## src/hdl/ffa_pkg.sv

```systemverilog
// ----------------------------------------------------------------------------
// ffa_pkg
// shared types, constants and codes of the first-fit heap block allocator
// ----------------------------------------------------------------------------
`default_nettype none

package ffa_pkg;

  localparam int MaxBlocks   = 64;
  localparam int AddrW       = $clog2(MaxBlocks);
  localparam int CntW        = AddrW + 1;
  localparam int HeapBytes   = 65536;
  localparam int HeaderBytes = 40;
  localparam int GrowthFloor = 1024;
  localparam int GmW         = 17;
  localparam int SizeW       = 16;
  localparam int OffW        = 16;
  localparam int StW         = 3;
  localparam int InW         = 40;
  localparam int OutW        = 24;
  localparam int ChunkW      = 2 * GmW + 1;
  localparam int DivCntW     = $clog2(GmW + 1);
  localparam int GmLowVal    = (2 * HeaderBytes > GrowthFloor) ? 2 * HeaderBytes : GrowthFloor;

  localparam logic [GmW-1:0]  GmReset = GmW'(1024);
  localparam logic [OffW-1:0] NoBlock = {OffW{1'b1}};

  typedef enum logic [1:0] {
    OP_ALLOC   = 2'd0,
    OP_FREE    = 2'd1,
    OP_REALLOC = 2'd2,
    OP_RESET   = 2'd3
  } op_e;

  typedef enum logic [StW-1:0] {
    ST_OK           = 3'd0,
    ST_NULL         = 3'd1,
    ST_NOT_FOUND    = 3'd2,
    ST_ALREADY_FREE = 3'd3,
    ST_NO_SPACE     = 3'd4
  } status_e;

  typedef struct packed {
    logic             is_free;
    logic [SizeW-1:0] capacity;
    logic [SizeW-1:0] used;
    logic [OffW-1:0]  start;
  } entry_t;

  localparam int EntryW = $bits(entry_t);

  typedef enum logic [4:0] {
    CMD_NONE,
    CMD_LOAD,
    CMD_RESET_HEAP,
    CMD_RES_NULL,
    CMD_SCAN_START,
    CMD_SCAN_STEP,
    CMD_REUSE,
    CMD_SPLIT_START,
    CMD_MOVE,
    CMD_SPLIT_NEW,
    CMD_SPLIT_OLD,
    CMD_DIV_START,
    CMD_DIV_STEP,
    CMD_MUL,
    CMD_APPEND,
    CMD_RES_NOSPACE,
    CMD_FIND_HIT,
    CMD_RES_NOTFOUND,
    CMD_RES_NOTFOUND_RA,
    CMD_RES_ALREADY,
    CMD_INPLACE,
    CMD_MARK_FREE,
    CMD_WR_CUR,
    CMD_PRV_RD,
    CMD_PRV_MERGE,
    CMD_NXT_RD,
    CMD_NXT_MERGE,
    CMD_RES_OK0,
    CMD_OUT
  } cmd_e;

  typedef struct packed {
    op_e  op;
    logic size_zero;
    logic boff_none;
    logic scan_end;
    logic reuse_hit;
    logic split_hit;
    logic find_hit;
    logic cur_free;
    logic cap_ge;
    logic f_zero;
    logic rd_free;
    logic nxt_exists;
    logic mv_busy;
    logic div_done;
    logic app_fail;
    logic out_free;
  } dp_stat_t;

endpackage

`default_nettype wire

```

## src/hdl/ffa_ctrl.sv

```systemverilog
// ----------------------------------------------------------------------------
// ffa_ctrl
// sequencer for allocate, free, reallocate and heap reset requests
// ----------------------------------------------------------------------------
`default_nettype none

module ffa_ctrl (
  input  wire logic             clk_i,
  input  wire logic             rst_ni,
  input  wire logic             s_axis_tvalid,
  output logic                  s_axis_tready,
  input  wire ffa_pkg::dp_stat_t stat_i,
  output ffa_pkg::cmd_e         cmd_o
);

  typedef enum logic [17:0] {
    S_IDLE   = 18'b000000000000000001,
    S_DISP   = 18'b000000000000000010,
    S_ACHK   = 18'b000000000000000100,
    S_MVS    = 18'b000000000000001000,
    S_SPO    = 18'b000000000000010000,
    S_DIV    = 18'b000000000000100000,
    S_APP    = 18'b000000000001000000,
    S_FSTART = 18'b000000000010000000,
    S_FCHK   = 18'b000000000100000000,
    S_FHIT   = 18'b000000001000000000,
    S_PRV    = 18'b000000010000000000,
    S_PCHK   = 18'b000000100000000000,
    S_MVP    = 18'b000001000000000000,
    S_NRD    = 18'b000010000000000000,
    S_NCHK   = 18'b000100000000000000,
    S_MVN    = 18'b001000000000000000,
    S_FEND   = 18'b010000000000000000,
    S_DONE   = 18'b100000000000000000
  } state_e;

  state_e state_q, state_d;
  logic   ra_q, ra_d;
  logic   post_q, post_d;

  always_comb begin
    state_d       = state_q;
    ra_d          = ra_q;
    post_d        = post_q;
    cmd_o         = ffa_pkg::CMD_NONE;
    s_axis_tready = 1'b0;
    case (state_q)
      S_IDLE: begin
        s_axis_tready = 1'b1;
        if (s_axis_tvalid) begin
          cmd_o   = ffa_pkg::CMD_LOAD;
          state_d = S_DISP;
        end
      end
      S_DISP: begin
        ra_d   = 1'b0;
        post_d = 1'b0;
        case (stat_i.op)
          ffa_pkg::OP_RESET: begin
            cmd_o   = ffa_pkg::CMD_RESET_HEAP;
            state_d = S_DONE;
          end
          ffa_pkg::OP_FREE: begin
            cmd_o   = ffa_pkg::CMD_SCAN_START;
            state_d = S_FCHK;
          end
          ffa_pkg::OP_REALLOC: begin
            if (stat_i.size_zero) begin
              cmd_o   = ffa_pkg::CMD_RES_NULL;
              state_d = S_DONE;
            end else if (stat_i.boff_none) begin
              cmd_o   = ffa_pkg::CMD_SCAN_START;
              state_d = S_ACHK;
            end else begin
              cmd_o   = ffa_pkg::CMD_SCAN_START;
              ra_d    = 1'b1;
              state_d = S_FCHK;
            end
          end
          default: begin
            if (stat_i.size_zero) begin
              cmd_o   = ffa_pkg::CMD_RES_NULL;
              state_d = S_DONE;
            end else begin
              cmd_o   = ffa_pkg::CMD_SCAN_START;
              state_d = S_ACHK;
            end
          end
        endcase
      end
      S_ACHK: begin
        if (stat_i.scan_end) begin
          cmd_o   = ffa_pkg::CMD_DIV_START;
          state_d = S_DIV;
        end else if (stat_i.reuse_hit) begin
          cmd_o   = ffa_pkg::CMD_REUSE;
          state_d = ra_q ? S_FSTART : S_DONE;
          post_d  = ra_q;
        end else if (stat_i.split_hit) begin
          cmd_o   = ffa_pkg::CMD_SPLIT_START;
          state_d = S_MVS;
        end else begin
          cmd_o = ffa_pkg::CMD_SCAN_STEP;
        end
      end
      S_MVS: begin
        if (stat_i.mv_busy) begin
          cmd_o = ffa_pkg::CMD_MOVE;
        end else begin
          cmd_o   = ffa_pkg::CMD_SPLIT_NEW;
          state_d = S_SPO;
        end
      end
      S_SPO: begin
        cmd_o   = ffa_pkg::CMD_SPLIT_OLD;
        state_d = ra_q ? S_FSTART : S_DONE;
        post_d  = ra_q;
      end
      S_DIV: begin
        if (stat_i.div_done) begin
          cmd_o   = ffa_pkg::CMD_MUL;
          state_d = S_APP;
        end else begin
          cmd_o = ffa_pkg::CMD_DIV_STEP;
        end
      end
      S_APP: begin
        if (stat_i.app_fail) begin
          cmd_o   = ffa_pkg::CMD_RES_NOSPACE;
          state_d = S_DONE;
        end else begin
          cmd_o   = ffa_pkg::CMD_APPEND;
          state_d = ra_q ? S_FSTART : S_DONE;
          post_d  = ra_q;
        end
      end
      S_FSTART: begin
        cmd_o   = ffa_pkg::CMD_SCAN_START;
        state_d = S_FCHK;
      end
      S_FCHK: begin
        if (stat_i.scan_end) begin
          state_d = S_DONE;
          if (!post_q) begin
            cmd_o = ra_q ? ffa_pkg::CMD_RES_NOTFOUND_RA : ffa_pkg::CMD_RES_NOTFOUND;
          end
        end else if (stat_i.find_hit) begin
          cmd_o   = ffa_pkg::CMD_FIND_HIT;
          state_d = S_FHIT;
        end else begin
          cmd_o = ffa_pkg::CMD_SCAN_STEP;
        end
      end
      S_FHIT: begin
        if (ra_q && !post_q) begin
          if (stat_i.cap_ge) begin
            cmd_o   = ffa_pkg::CMD_INPLACE;
            state_d = S_DONE;
          end else begin
            cmd_o   = ffa_pkg::CMD_SCAN_START;
            state_d = S_ACHK;
          end
        end else if (stat_i.cur_free) begin
          state_d = S_DONE;
          if (!post_q) begin
            cmd_o = ffa_pkg::CMD_RES_ALREADY;
          end
        end else begin
          cmd_o   = ffa_pkg::CMD_MARK_FREE;
          state_d = S_PRV;
        end
      end
      S_PRV: begin
        if (stat_i.f_zero) begin
          cmd_o   = ffa_pkg::CMD_WR_CUR;
          state_d = S_NRD;
        end else begin
          cmd_o   = ffa_pkg::CMD_PRV_RD;
          state_d = S_PCHK;
        end
      end
      S_PCHK: begin
        if (stat_i.rd_free) begin
          cmd_o   = ffa_pkg::CMD_PRV_MERGE;
          state_d = S_MVP;
        end else begin
          cmd_o   = ffa_pkg::CMD_WR_CUR;
          state_d = S_NRD;
        end
      end
      S_MVP: begin
        if (stat_i.mv_busy) begin
          cmd_o = ffa_pkg::CMD_MOVE;
        end else begin
          state_d = S_NRD;
        end
      end
      S_NRD: begin
        if (stat_i.nxt_exists) begin
          cmd_o   = ffa_pkg::CMD_NXT_RD;
          state_d = S_NCHK;
        end else begin
          state_d = S_FEND;
        end
      end
      S_NCHK: begin
        if (stat_i.rd_free) begin
          cmd_o   = ffa_pkg::CMD_NXT_MERGE;
          state_d = S_MVN;
        end else begin
          state_d = S_FEND;
        end
      end
      S_MVN: begin
        if (stat_i.mv_busy) begin
          cmd_o = ffa_pkg::CMD_MOVE;
        end else begin
          state_d = S_FEND;
        end
      end
      S_FEND: begin
        state_d = S_DONE;
        if (!post_q) begin
          cmd_o = ffa_pkg::CMD_RES_OK0;
        end
      end
      S_DONE: begin
        if (stat_i.out_free) begin
          cmd_o   = ffa_pkg::CMD_OUT;
          state_d = S_IDLE;
        end
      end
      default: begin
        state_d = S_IDLE;
      end
    endcase
  end

  always_ff @(posedge clk_i or negedge rst_ni) begin
    if (!rst_ni) begin
      state_q <= S_IDLE;
      ra_q    <= 1'b0;
      post_q  <= 1'b0;
    end else begin
      state_q <= state_d;
      ra_q    <= ra_d;
      post_q  <= post_d;
    end
  end

endmodule

`default_nettype wire

```

## config.mk

```make
export PLATFORM = sky130hd
export DESIGN_NAME = ffa_ctrl
export DESIGN_NICKNAME = d
export VERILOG_FILES = /design/src/hdl/ffa_pkg.sv /design/src/hdl/ffa_ctrl.sv
export SDC_FILE = /design/constraint.sdc
export NUM_CORES = 1
export LEC_CHECK = 0
export BUFFER_PORTS_ARGS = -buffer_cell sky130_fd_sc_hd__buf_2
export CAP_MARGIN = 10
export CORE_ASPECT_RATIO = 0.6
export CORE_MARGIN = 2
export CORE_UTILIZATION = 55
export DETAILED_ROUTE_END_ITERATION = 8
export PLACE_DENSITY = 0.77
export SYNTH_ARGS = -nofsm -noshare
export SYNTH_HDL_FRONTEND = slang
export SYNTH_SLANG_ARGS = --single-unit
```

## constraint.sdc

```tcl
create_clock -name clk_i -period 4.4 [get_ports clk_i]
set_clock_uncertainty 0.15 [all_clocks]
set_input_delay 0.44 -clock clk_i [delete_from_list [all_inputs] [get_ports clk_i]]
set_output_delay 0.44 -clock clk_i [all_outputs]
set_load 0.01 [all_outputs]
```

# Yosys cells after proc, flatten, opt, wreduce, memory -nomap -nowiden
# Index checks and enable logic that the tools add are counted.
# op_classes
n_eq_ne	32
mux	58
reduce_logical	6
# op_table
op	n
two-way mux 18 bit	18
one-hot mux 18 bit (18 select lines)	1
one-hot mux 5 bit (17 select lines)	1
two-way mux 5 bit	11
one-hot mux 18 bit (3 select lines)	1
two-way mux 17 bit	2
two-way mux 14 bit	2
equality test 18 x 1 -> 1 bit, second input constant	1
equality test 18 x 10 -> 1 bit, second input constant	1
equality test 18 x 11 -> 1 bit, second input constant	1
equality test 18 x 12 -> 1 bit, second input constant	1
equality test 18 x 13 -> 1 bit, second input constant	1
equality test 18 x 14 -> 1 bit, second input constant	1
equality test 18 x 15 -> 1 bit, second input constant	1
equality test 18 x 16 -> 1 bit, second input constant	1
equality test 18 x 17 -> 1 bit, second input constant	1
equality test 18 bit, second input constant	1
equality test 18 x 2 -> 1 bit, second input constant	1
equality test 18 x 3 -> 1 bit, second input constant	1
equality test 18 x 4 -> 1 bit, second input constant	1
equality test 18 x 5 -> 1 bit, second input constant	1
equality test 18 x 6 -> 1 bit, second input constant	1
equality test 18 x 7 -> 1 bit, second input constant	1
equality test 18 x 8 -> 1 bit, second input constant	1
other kinds (19)	43
# totals
reg_bits	20
inputBits	20
elab_cells	99

# Depth between registers and ports, before layout
# depth
ltp_word	4
depth_mapped	8
depth_no_buf	6

# Worst setup path before layout
# No wires, ideal clock.
# synth_path
path_type	register to output
start	reg state_q[3]
end	out cmd_o[1]
t_arrival_ns	1.908
setup_slack_ns	1.902
stages_incl_launch_ff	7
path_cell_list	dfrtp_1 -> or4_4 -> or3_1 -> or2_1 -> nor2_1 -> a311oi_1 -> o2111ai_1
# synth_via
elab_chain_cells	3
elab_cells_between_ends	20
cone_classes	18 x eq/ne; 1 x mux; 1 x reduce/logical
# synth_lines
item	line	source
start, declared	ffa_ctrl.sv:37	state_e state_q, state_d;
start signal, assigned	ffa_ctrl.sv:245	state_q <= state_d;
equality test 18 x 16 -> 1 bit / equality test 18 x 13 -> 1 bit (equally long branches)	ffa_ctrl.sv:47	case (state_q)
OR reduction 2 bit (no line)	--	
one-hot mux 5 bit (17 select lines) *	ffa_ctrl.sv:47	
end, declared	ffa_ctrl.sv:13	output ffa_pkg::cmd_e cmd_o
# Mark *: on every way between the ends. The rest lies on a longest branch, timed or not.

# Final worst setup path
# layout_path
start	reg state_q[3]
end	out cmd_o[3]
# Same word-level chain as after synthesis.

==> qor.json <==
{
  "netlist-cell-type-count": 51,
  "timing.hold.worst.class": "in2reg",
  "worstSetupStartpoint": "state_q[3]",
  "clock-sinks": 20,
  "timing_worst_slew_pin_value_ps": 772.1,
  "r2r-start": "state_q[3]",
  "port_buffers": 25,
  "grt_first_pass_wirelength_um": 8500,
  "ys_warn_count": 0,
  "layout.nets": 258,
  "cts_tree": "built",
  "pwr_density_cell_nw_per_um2": 386.1,
  "dieArea_um2": 3669,
  "leakage_uw": 0.0008916,
  "grt_pass1_vias": 1592,
  "ys_top_cells_by_count": "22 x sky130_fd_sc_hd__nor2_1, 21 x sky130_fd_sc_hd__nand2_1, 19 x sky130_fd_sc_hd__dfrtp_1, 14 x sky130_fd_sc_hd__nor3_1, 13 x sky130_fd_sc_hd__a21oi_1",
  "required_ps": 3810,
  "synthTopCellsByArea": "sky130_fd_sc_hd__dfrtp_1 27%, sky130_fd_sc_hd__nor2_1 4.7%, sky130_fd_sc_hd__nand2_1 4.5%, sky130_fd_sc_hd__nor3_1 4.0%, sky130_fd_sc_hd__a21oi_1 3.7%",
  "critPathMaxFanout": 7,
  "seqPwrFrac_pct": 31.9,
  "drt_drc_violations_left": 0,
  "cts-buffers-inserted": 3,
  "fp.coreArea_um2": 2947,
  "vert_die_dim_um": 47.73,
  "row_count": 15,
  "asyncSetResetFlopFracSynth_pct": 100.0,
  "number_of_cells_traversed_by_the_worst_hold_path": 2,
  "grt_use_total_pct": 31.28,
  "vias_per_cell": 6.570,
  "slew_viol_final": 0,
  "io_pins": 26,
  "ant_nets": 0,
  "power_switching_share_pct": 45.00,
  "critical-path-max-stage-delay_ps": 710,
  "worst-setup-path-type": "reg2out",
  "worst_r2r_endpoint": "state_q[0]",
  "timing.reg2reg.setup_slack_ps": 1640,
  "syn-mean-instance-area_um2": 7.968,
  "drv_cap": 0,
  "fmaxAchievable_mhz": 283.1,
  "grt_max_degree": 21,
  "synth-main-ff-cell": "sky130_fd_sc_hd__dfrtp_1",
  "postSynthCellCount": 220,
  "firstDrtPassIters": 5,
  "detailedRoute.firstIterationViolations": 312,
  "wire_per_inst_um": 19.15,
  "cp-end-kind": "output port",
  "timing.critical_path.cells": "nor4_1 -> nand4_1 -> nor3b_1 -> and2_1 -> nor3_1 -> o2111ai_1 -> buf_2",
  "route.vias.total": 1833,
  "ir_drop_v": 0.0003567,
  "whs_ps": 208.4,
  "area_growth_pct": 10.64,
  "relSlewSlack_pct": 47.80,
  "critical_path.startpoint_type": "register",
  "clock_network_power_share_pct": 19.7,
  "critical_path_arrival_ps": 2940,
  "synth_area_um2": 1753,
  "ctsResizeCount": 0,
  "half_perimeter_wire_length_after_detailed_placement_um": 4195,
  "grt_antenna_before_repair": 0,
  "n_antenna_cell": 0,
  "synth-edff-count": 0,
  "clk_latency_ps": 270,
  "syn_nets": 240,
  "endpoint_of_the_most_critical_setup_path": "cmd_o[3]",
  "clock_path_buffers": 2,
  "path_clk_slew_ps": 90,
  "yosys.cell_count.top_type": "sky130_fd_sc_hd__nor2_1",
  "result_of_the_run": "finished, final reports clean",
  "crit_slowest_cell": "sky130_fd_sc_hd__nor4_1",
  "initial_utilization_pct": 59.49,
  "hold_viol_final": 0,
  "timing.reg2reg.worst_path_depth": 6,
  "period_share_pct": 80.29,
  "setup_viol": 0,
  "gp_routability_congestion": 1.015,
  "cts_root_buf": "sky130_fd_sc_hd__clkbuf_8",
  "yosys_register_bits": 20,
  "synthDominantCellAreaShare_pct": 27.12,
  "number_of_levels_in_the_clock_h_tree": 1,
  "fin_tns_setup_ps": 0,
  "post_route_cells_drive_above_1_share_pct": 18.99,
  "wl_um": 5344,
  "switching_power_uw": 336.9,
  "combinationalPowerShare_pct": 48.4,
  "synth_top_cell_by_area": "sky130_fd_sc_hd__dfrtp_1",
  "fin_crit_ps": 3533,
  "grt_setup_unrepaired": "false",
  "remaining_global_route_overflow": 0,
  "die-width_um": 76.88,
  "synth.yosys.seq_area_share_pct": 28.62,
  "power.internal_uw": 411.8
}
==> registers in the layout, summed over array words and instances (netlist names) <==
| name | cells |
|---|---|
| post_q | 1 |
| ra_q | 1 |
| state_q | 18 |
==> kinds of logic after synthesis <==
family,Yosys count,share of synthesized area (%)
xor+xnor,6,2.998
mux,3,1.713
buf+inv,21,5.139
simple gates,124,43.11
compound gates,46,18.42
flops,20,28.62
==> what timing repair did <==
action                    CTS  global route
hold buffers                1             0
setup buffers               0             0
hold endpoints to repair   19             0
==> area by class of cell <==
cell class                 instances  area [um2]
multi-input combinational        179        1161
fill                             289        1007
sequential                        20       501.7
timing repair buffer              27       142.6
clock buffer                       4       55.05
tap                               42       52.55
inverter                           7       26.28
==> routing by layer <==
layer	GRT usage, %	share of wire, %
met2	42.81	39
met3	8.868	12
met1	47.58	48
met4	8.364	1.4
met5	0	0
==> per-stage QoR <==
stage / worst slack, ps / utilization [%] / total power [uW] / cell area, um2 / instances
after detailed placement: 1303 / 63.61 / 588.0 / 1874 / 274
after floorplan: 1902 / - / 477.2 / 1753 / 220
after CTS: 1015 / 65.82 / 739.1 / 1939 / 279
final: 867.1 / 65.82 / 748.7 / 1939 / 279
after global placement: 1306 / 63.61 / 593.8 / 1874 / 274
after global routing: 777.5 / 65.82 / 788.4 / 1939 / 279
==> worst max-delay path: cells and delay by family, from the launching register on <==
family,cells,cell delay [ps]
buffers and inverters,1,160
flip-flops,1,460
AND/OR/NAND/NOR,5,1960
AO/OA/AOI/OAI,1,100
==> worst min-delay path by stage <==
stage,startpoint,endpoint,slack (ps)
2_1_floorplan,rst_ni,post_q,-6
3_3_place_gp,rst_ni,state_q[15],270
3_5_place_dp,rst_ni,state_q[15],270
4_1_cts,stat_i[6],state_q[11],210
5_1_grt,stat_i[6],state_q[11],210
6_report,stat_i[6],state_q[11],210
==> power by group through the flow <==
stage	clock network (uW)	logic (uW)	registers, uW
6_report	147	362	239
5_1_grt	156	389	243
4_1_cts	151	350	238
3_5_place_dp	0	346	242
3_3_place_gp	0	353	241
2_1_floorplan	0	252	225
==> cell usage in the layout, fill, tap and decap left out, types with 5 or more instances in the layout <==
master                     instances
sky130_fd_sc_hd__dfrtp_1          19
sky130_fd_sc_hd__nand3_1           5
sky130_fd_sc_hd__nor2_1           22
sky130_fd_sc_hd__nand2_1          21
sky130_fd_sc_hd__inv_1             7
sky130_fd_sc_hd__nand4_1           5
sky130_fd_sc_hd__nor3_1           14
sky130_fd_sc_hd__a21oi_1          13
sky130_fd_sc_hd__o21ai_0           7
sky130_fd_sc_hd__nand2b_1          5
sky130_fd_sc_hd__nor4b_1           6
sky130_fd_sc_hd__nor4_1            7
sky130_fd_sc_hd__buf_2            25
Power figures use the tool's default switching activity.
